$ cat config.mk
export PLATFORM = sky130hd
export DESIGN_NAME = thms_div
export DESIGN_NICKNAME = d
export VERILOG_FILES = /design/src/rtl/thms_pkg.sv /design/src/rtl/thms_div.sv
export SDC_FILE = /design/constraint.sdc
export NUM_CORES = 1
export LEC_CHECK = 0
export ABC_AREA = 1
export ABC_CLOCK_PERIOD_IN_PS = 3600
export BUFFER_PORTS_ARGS = -buffer_cell sky130_fd_sc_hd__buf_2
export CAP_MARGIN = 30
export CELL_PAD_IN_SITES_DETAIL_PLACEMENT = 0
export CELL_PAD_IN_SITES_GLOBAL_PLACEMENT = 1
export CORE_UTILIZATION = 35
export CTS_BUF_LIST = sky130_fd_sc_hd__clkbuf_16
export DETAILED_ROUTE_END_ITERATION = 8
export PLACE_DENSITY_LB_ADDON = 0.1
export REMOVE_ABC_BUFFERS = 1
export SLEW_MARGIN = 20
export SYNTH_ARGS = -nofsm -noshare
export SYNTH_HDL_FRONTEND = slang
export SYNTH_SLANG_ARGS = --single-unit
$ cat constraint.sdc
create_clock -name i_clk -period 3.6 [get_ports i_clk]
set_clock_uncertainty 0.2 [all_clocks]
set_input_delay 0.18 -clock i_clk [delete_from_list [all_inputs] [get_ports i_clk]]
set_output_delay 0.18 -clock i_clk [all_outputs]
set_load 0.02 [all_outputs]
$ cat src/rtl/thms_pkg.sv
// Shared types and constants for the tuple history match scorer.
// No dependencies.
`default_nettype none
package thms_pkg;

    localparam logic [1:0] OP_APPEND   = 2'd0;
    localparam logic [1:0] OP_KEY      = 2'd1;
    localparam logic [1:0] OP_POST     = 2'd2;
    localparam logic [1:0] OP_RETRIEVE = 2'd3;

    localparam logic [1:0] CFG_TILES    = 2'd0;
    localparam logic [1:0] CFG_WINDOW   = 2'd1;
    localparam logic [1:0] CFG_CLUSTERS = 2'd2;

    localparam int Q_W   = 17;
    localparam int NUM_W = 33;
    localparam logic [Q_W-1:0] Q_ONE = 17'h10000;

    typedef struct packed {
        logic [1:0]        opcode;
        logic [3:0]        tile_index;
        logic signed [7:0] cluster_id;
        logic signed [7:0] temporal_id;
        logic              spatial_use;
        logic              end_of_tuple;
        logic              use_temporal;
        logic              do_fuse;
        logic [6:0]        old_cluster_count;
        logic [5:0]        slot_index;
        logic [16:0]       posterior_value;
    } t_in_word;

    typedef struct packed {
        logic [5:0]        slot_out;
        logic [16:0]       score;
        logic [16:0]       fused_value;
        logic signed [7:0] best_cluster;
        logic              fuse_applied;
        logic              final_result;
    } t_out_word;

    typedef struct packed {
        logic [7:0] spatial;
        logic [7:0] temporal;
        logic       used;
    } t_key;

endpackage
`default_nettype wire

$ cat src/rtl/thms_div.sv
// Restoring divider, one quotient bit per cycle.
// Depends on thms_pkg.
`default_nettype none
module thms_div (
    input  wire logic                        i_clk,
    input  wire logic                        i_rst_n,
    input  wire logic                        i_start,
    input  wire logic [thms_pkg::NUM_W-1:0]  i_num,
    input  wire logic [thms_pkg::Q_W-1:0]    i_den,
    output logic                             o_done,
    output logic      [thms_pkg::Q_W-1:0]    o_quot
);
    logic [thms_pkg::Q_W:0]       r_rem;
    logic [thms_pkg::NUM_W-1:0]   r_q;
    logic [thms_pkg::Q_W-1:0]     r_den;
    logic [5:0]                   r_cnt;
    logic                         r_busy;
    logic                         r_done;
    logic [thms_pkg::Q_W:0]       rem_sh;
    logic                         take;

    assign rem_sh = {r_rem[thms_pkg::Q_W-1:0], r_q[thms_pkg::NUM_W-1]};
    assign take   = rem_sh >= {1'b0, r_den};

    always_ff @(posedge i_clk) begin
        if (!i_rst_n) begin
            r_busy <= 1'b0;
            r_done <= 1'b0;
            r_cnt  <= '0;
        end else begin
            r_done <= 1'b0;
            if (i_start) begin
                r_busy <= 1'b1;
                r_cnt  <= 6'(thms_pkg::NUM_W - 1);
                r_rem  <= '0;
                r_q    <= i_num;
                r_den  <= i_den;
            end else if (r_busy) begin
                r_rem <= take ? rem_sh - {1'b0, r_den} : rem_sh;
                r_q   <= {r_q[thms_pkg::NUM_W-2:0], take};
                if (r_cnt == '0) begin
                    r_busy <= 1'b0;
                    r_done <= 1'b1;
                end else begin
                    r_cnt <= r_cnt - 6'd1;
                end
            end
        end
    end

    assign o_done = r_done;
    assign o_quot = r_q[thms_pkg::Q_W-1:0];
endmodule
`default_nettype wire

==> flow_metrics.env, run 1 <==
export IMPL_status="complete, no violations"
export IMPL_start_kind="flop"
export IMPL_gp_congestion=0.7814
export IMPL_clk_path_buf_depth=2
export IMPL_rows=41
export IMPL_worstPathRequired_ns=3.49
export IMPL_seq_area_frac_synth_pct=48.14
export IMPL_final_max_slew_viol_count=0
export IMPL_grt_first_pass_wirelength_mm=18.20
export IMPL_antennaDiodeCount=0
export IMPL_clock_sinks=75
export IMPL_ant_nets=0
export IMPL_wl_mm=10.77
export IMPL_fillCellCount=1304
export IMPL_max_stage_delay_ns=0.43
export IMPL_ff_latch_area_um2=2172
export IMPL_power_density_nw_per_um2=454.1
export IMPL_setup_tns_final_ns=0
export IMPL_critPathMaxFanout=4
export IMPL_avgSynthCellArea_um2=8.174
export IMPL_period_share_pct=70.86
export IMPL_hpwlAfterDp_mm=7.608
export IMPL_crit_type="reg2reg"
export IMPL_arrival_ns=2.44
export IMPL_reg2reg_depth=14
export IMPL_die_w_um=115.5
export IMPL_yosysUniqueCellTypes=33
export IMPL_io_pins=71
export IMPL_die_h_um=115.5
export IMPL_cts_root_buf="clkbuf_16"
export IMPL_endpoint="r_rem[14]"
export IMPL_synth_warning_count=0
export IMPL_core_area_um2=12620
export IMPL_clk_latency_ns=0.33
export IMPL_cp_end_kind="flop"
export IMPL_critical_path_startpoint="r_q[32]"
export IMPL_worst_path_most_repeated_cell="nand2_1"
export IMPL_hold_violations=0
export IMPL_post_drt_wl_per_cell_um=12.94
export IMPL_die_area_um2=13350
export IMPL_initial_core_util_pct=35.75
export IMPL_max_vdd_ir_drop_v=0.0001932
export IMPL_synth_area_um2=4512
export IMPL_cts_max_level=3
export IMPL_setup_viol=0
export IMPL_rsz0062_at_grt="no"
export IMPL_drc_errors=0
export IMPL_power_mw=2.598
export IMPL_period_needed_ns=2.551
export IMPL_cap_violations=0
export IMPL_tritoncts="done"
export IMPL_rrSetupSlack_ns=1.05
export IMPL_overflow=0
export IMPL_grt_max_degree=53
export IMPL_synthToLayoutAreaGrowth_pct=26.79
export IMPL_synthCells=552
export IMPL_viasPerCell=4.383
export IMPL_reg2reg_to="r_rem[14]"
export IMPL_grt_use_total_pct=17.99
export IMPL_maxSlewHeadroom_pct=44.95
export IMPL_nets=730
export IMPL_vias=3647
export IMPL_drive_gt1_share_pct=16.67
export IMPL_r2r_start="r_q[32]"
export IMPL_fmax_mhz=392.0
export IMPL_cts_resized=0
export IMPL_multiInputGateArea_um2=1862
export IMPL_whs_ns=0.2613
export IMPL_cts_buffers=9
export IMPL_cp_cell_sequence="inv_1 -> ha_1 -> inv_1 -> fa_1 -> nand3_1 -> nand3_1 -> nand2_1 -> nand2_1 -> nand2_1 -> nand2_1 -> nand2_1 -> nand2_1 -> nor2_1 -> nor2_1"
export IMPL_grt_pass1_vias=3705
export IMPL_firstDrtPassIters=4
export IMPL_ys_ff_latch=75
export IMPL_slowest_stage="fa_1"
export IMPL_numPortBuffers=70
export IMPL_clkTransAtPathRegs_ns=0.06
export IMPL_grt_antenna_before_repair=0
export IMPL_worstHoldPathType="in2reg"
export IMPL_drt_iter0_markers=158
export IMPL_p_leak_nw=2.773
export IMPL_worst_pin_slew_ns=0.8239
## power breakdown
group / total, mW / switching, mW / leakage, nW / internal [mW]
Clock: 0.938 / 0.345 / 0.154 / 0.593
Sequential: 1.06 / 0.0279 / 0.708 / 1.03
Combinational: 0.599 / 0.369 / 1.91 / 0.231
Total: 2.60 / 0.741 / 2.77 / 1.86
## cells in the final DEF (no fill, tap or decap), types with 12 or more instances in the layout
cell type      count
inv_1             72
ha_1              19
nor2_1            48
buf_2             70
nand3b_1          12
nand2_1          212
a21oi_1           13
dlygate4sd3_1     51
edfxtp_1          67
nand3_1           24
## registers in the layout, summed over array words and instances (netlist names)
| signal | count |
|---|---|
| r_den | 17 |
| o_done | 1 |
| r_cnt | 6 |
| r_rem | 17 |
| r_busy | 1 |
| r_q | 33 |
## cells by family after synthesis
logic type,share of synthesized area (%)
xor gates and xnor gates,1.553
DFF,48.14
adders and majority gates,5.713
and+or+nand+nor,31.09
buffers and inverters,10.84
AOI/OAI and AO/OA,2.662
## stage by stage
stage	utilization (%)	setup WS, ns	instances	area, um^2
finish	45.33	1.049	832	5720
global route	45.33	0.7905	832	5720
CTS	45.33	1.014	832	5720
detailed placement	38.93	1.041	767	4912
global placement	38.93	0.9964	767	4912
floorplan	-	0.03262	522	4300
## area by class of cell
type | instances | area share (%)
multi-input combinational | 373 | 32.55
clock inverter | 5 | 1.269
sequential | 75 | 37.97
clock buffer | 9 | 3.937
timing repair buffer | 124 | 15.66
inverter | 74 | 4.856
tap | 172 | 3.762
## layer usage
metal	wire length [um]	share of wire (%)	track usage, %	up-vias
li1	-	-	-	1929
met1	5342	50	24.25	1644
met2	4878	45	28.82	65
met3	394	3.7	3.870	9
met4	150	1.4	5.714	0
met5	0	0	0	-
## what timing repair did
action	in CTS	in global routing
buffers inserted	0	0
endpoints found under the hold margin	52	0
hold buffers	51	0
setup endpoints to repair	0	0
## worst max-delay path, delay by kind of cell, from the launching register on
family | cells | cell delay [ns]
and+or+nand+nor | 10 | 0.93
buffers and inverters | 2 | 0.19
DFF | 1 | 0.35
adders and majority gates | 2 | 0.63
## cell usage after synthesis, drive strengths merged
| cell | number | area, um^2 |
|---|---|---|
| nand2 | 220 | 855.8 |
| inv | 74 | 277.8 |
| edfxtp | 67 | 2012 |
| nor2 | 56 | 250.2 |
| nand3 | 25 | 130.1 |
| buf | 23 | 185.2 |
| ha | 19 | 237.7 |
| a21oi | 15 | 78.83 |
| nand3b | 13 | 110.1 |
| dfxtp | 8 | 160.2 |
| clkbuf | 7 | 26.28 |
| xor2 | 6 | 52.55 |
| nor3 | 5 | 25.02 |
| nand4 | 4 | 25.02 |
| o21ai | 3 | 15.01 |
| o21bai | 2 | 18.77 |
| xnor2 | 2 | 17.52 |
| and2 | 1 | 6.260 |
| fa | 1 | 20.02 |
| o21a | 1 | 7.510 |
## how the worst min path moves through the flow
stage	startpoint	to	slack, ns	cells after the start
after floorplan	i_rst_n	r_cnt[5]	0.08	2
after global placement	i_den[5]	r_den[5]	0.16	1
after detailed placement	i_den[4]	r_den[4]	0.16	1
after CTS	r_cnt[4]	r_cnt[4]	0.27	2
after global routing	i_start	r_q[30]	0.30	3
final	i_start	r_q[30]	0.26	3
Power figures use the tool's default switching activity.
==> run 2, diff against run 1 <==
ABC_CLOCK_PERIOD_IN_PS = 2400   (was 3600)
clock period = 2.4 ns   (was 3.6 ns; I/O delays follow)
==> flow_metrics.env, run 2 (synthesis gave the netlist of run 1 again) <==
export IMPL_setup_viol=0
export IMPL_grt_max_degree=36
export IMPL_die_w_um=115.5
export IMPL_hpwlAfterDp_mm=7.668
export IMPL_synthToLayoutAreaGrowth_pct=31.17
export IMPL_cap_violations=0
export IMPL_wl_mm=10.74
export IMPL_reg2reg_to="r_rem[16]"
export IMPL_drt_iter0_markers=150
export IMPL_post_drt_wl_per_cell_um=12.66
export IMPL_io_pins=71
export IMPL_tritoncts="done"
export IMPL_core_area_um2=12620
export IMPL_viasPerCell=4.311
export IMPL_final_cell_mix="211 x nand2_1, 70 x inv_1, 70 x buf_2"
export IMPL_hold_end="r_rem[2]"
export IMPL_period_share_pct=94.86
export IMPL_crit_type="reg2reg"
export IMPL_initial_core_util_pct=35.75
export IMPL_antennaDiodeCount=0
export IMPL_drc_errors=0
export IMPL_period_needed_ns=2.277
export IMPL_fin_cells=848
export IMPL_hold_violations=0
export IMPL_vias=3656
export IMPL_numPortBuffers=70
export IMPL_rows=41
export IMPL_hp_start="i_start"
export IMPL_p_sw_mw=1.149
export IMPL_nets=744
export IMPL_worstPathRequired_ns=2.31
export IMPL_pwr_share_clk_pct=36.5
export IMPL_critPathMaxFanout=4
export IMPL_reg_largest_list="r_q: 33 flops, r_den: 17 flops, r_rem: 17 flops"
export IMPL_worst_pin_slew_ns=0.5064
export IMPL_clk_path_buf_depth=2
export IMPL_grt_antenna_before_repair=0
export IMPL_r2r_start="r_q[32]"
export IMPL_seq_power_share_pct=39.9
export IMPL_overflow=0
export IMPL_regMostFlops="r_q"
export IMPL_firstDrtPassIters=4
export IMPL_setup_ws_ns=0.1233
export IMPL_ant_nets=0
export IMPL_grt_first_pass_wirelength_mm=17.53
export IMPL_drive_gt1_share_pct=21.01
export IMPL_worstHoldPathType="in2reg"
export IMPL_clock_sinks=75
export IMPL_largest_reg_flops=33
export IMPL_arrival_ns=2.18
export IMPL_die_area_um2=13350
export IMPL_cp_end_kind="flop"
export IMPL_reg2reg_depth=14
export IMPL_combPwrFrac_pct=23.6
export IMPL_cts_root_buf="clkbuf_16"
export IMPL_rrSetupSlack_ns=0.12
export IMPL_utilization_pct=46.90
export IMPL_clk_latency_ns=0.34
export IMPL_rsz0062_at_grt="no"
export IMPL_max_vdd_ir_drop_v=0.0003589
export IMPL_grt_pass1_vias=3681
export IMPL_p_leak_nw=2.833
export IMPL_start_kind="flop"
export IMPL_hold_depth=4
export IMPL_gp_congestion=0.8134
export IMPL_grt_use_total_pct=17.41
export IMPL_intPower_mw=2.849
export IMPL_maxSlewHeadroom_pct=66.19
export IMPL_status="complete, no violations"
export IMPL_cts_max_level=3
export IMPL_clkTransAtPathRegs_ns=0.06
export IMPL_final_max_slew_viol_count=0
export IMPL_layout_commonest_cell="nand2_1"
export IMPL_cts_buffers=9
export IMPL_power_density_nw_per_um2=675.6
export IMPL_p_sw_share_pct=28.74
export IMPL_die_h_um=115.5
export IMPL_dp_cells=780
export IMPL_fmax_mhz=439.2
export IMPL_pre_cts_slack_ns=0.005995
[run 2: per-layer routing]
metal	vias up	track usage, %	routed length [um]
met4	0	8.398	247
met5	-	0	0
li1	1967	-	-
met2	61	28.50	4981
met3	17	3.086	304
met1	1611	22.27	5201
[run 2: what timing repair did]
action,in CTS,in global routing
hold endpoints to repair,52,0
endpoints found under the setup margin,1,18
gates resized for setup,1,16
setup buffers,0,1
pin swaps,0,1
hold buffers,51,0
[run 2: final cells by class]
cell class	count	area, um^2
tap	172	215.2
clock inverter	7	92.59
fill	1295	6701
sequential	75	2172
inverter	74	277.8
timing repair buffer	138	988.4
multi-input combinational	373	1947
clock buffer	9	225.2
[run 2: how the worst max path moves through the flow]
stage | depth (start not counted) | from | end | slack [ns]
6_report | 14 | r_q[32] | r_rem[16] | 0.12
5_1_grt | 14 | r_q[32] | r_rem[14] | 0.0006
4_1_cts | 11 | r_q[32] | r_rem[5] | 0.03
3_5_place_dp | 14 | r_q[32] | r_rem[16] | 0.006
3_3_place_gp | 14 | r_q[32] | r_rem[16] | 0.08
2_1_floorplan | 2 | i_start | r_q[0] | -1.11
[run 2: metrics by stage]
stage	power [mW]	instance area (um^2)	TNS, ns	hold WS, ns
6_report	3.998	5918	0	0.2164
5_1_grt	4.234	5918	0	0.2619
4_1_cts	4.018	5831	0	0.2060
3_5_place_dp	2.471	4997	0	0.09879
3_3_place_gp	2.472	4997	0	0.09669
2_1_floorplan	2.198	4300	-55.37	0.01763
[run 2: power groups by stage]
| stage | Combinational [mW] | Sequential [mW] | Clock (mW) |
|---|---|---|---|
| 2_1_floorplan | 0.564 | 1.63 | 0 |
| 3_3_place_gp | 0.856 | 1.62 | 0 |
| 3_5_place_dp | 0.854 | 1.62 | 0 |
| 4_1_cts | 0.923 | 1.59 | 1.50 |
| 5_1_grt | 1.07 | 1.60 | 1.56 |
| 6_report | 0.945 | 1.60 | 1.46 |
[run 2: worst max-delay path, stage by stage, from the launching register on]
cell	delay, ns
edfxtp_1	0.36
inv_1	0.09
ha_2	0.19
inv_2	0.06
fa_2	0.39
nand3_2	0.09
nand3_2	0.09
nand2_1	0.07
nand2_1	0.10
nand2_1	0.11
nand2_1	0.06
nand2_1	0.06
nand3_1	0.07
nand2_1	0.07
inv_1	0.03
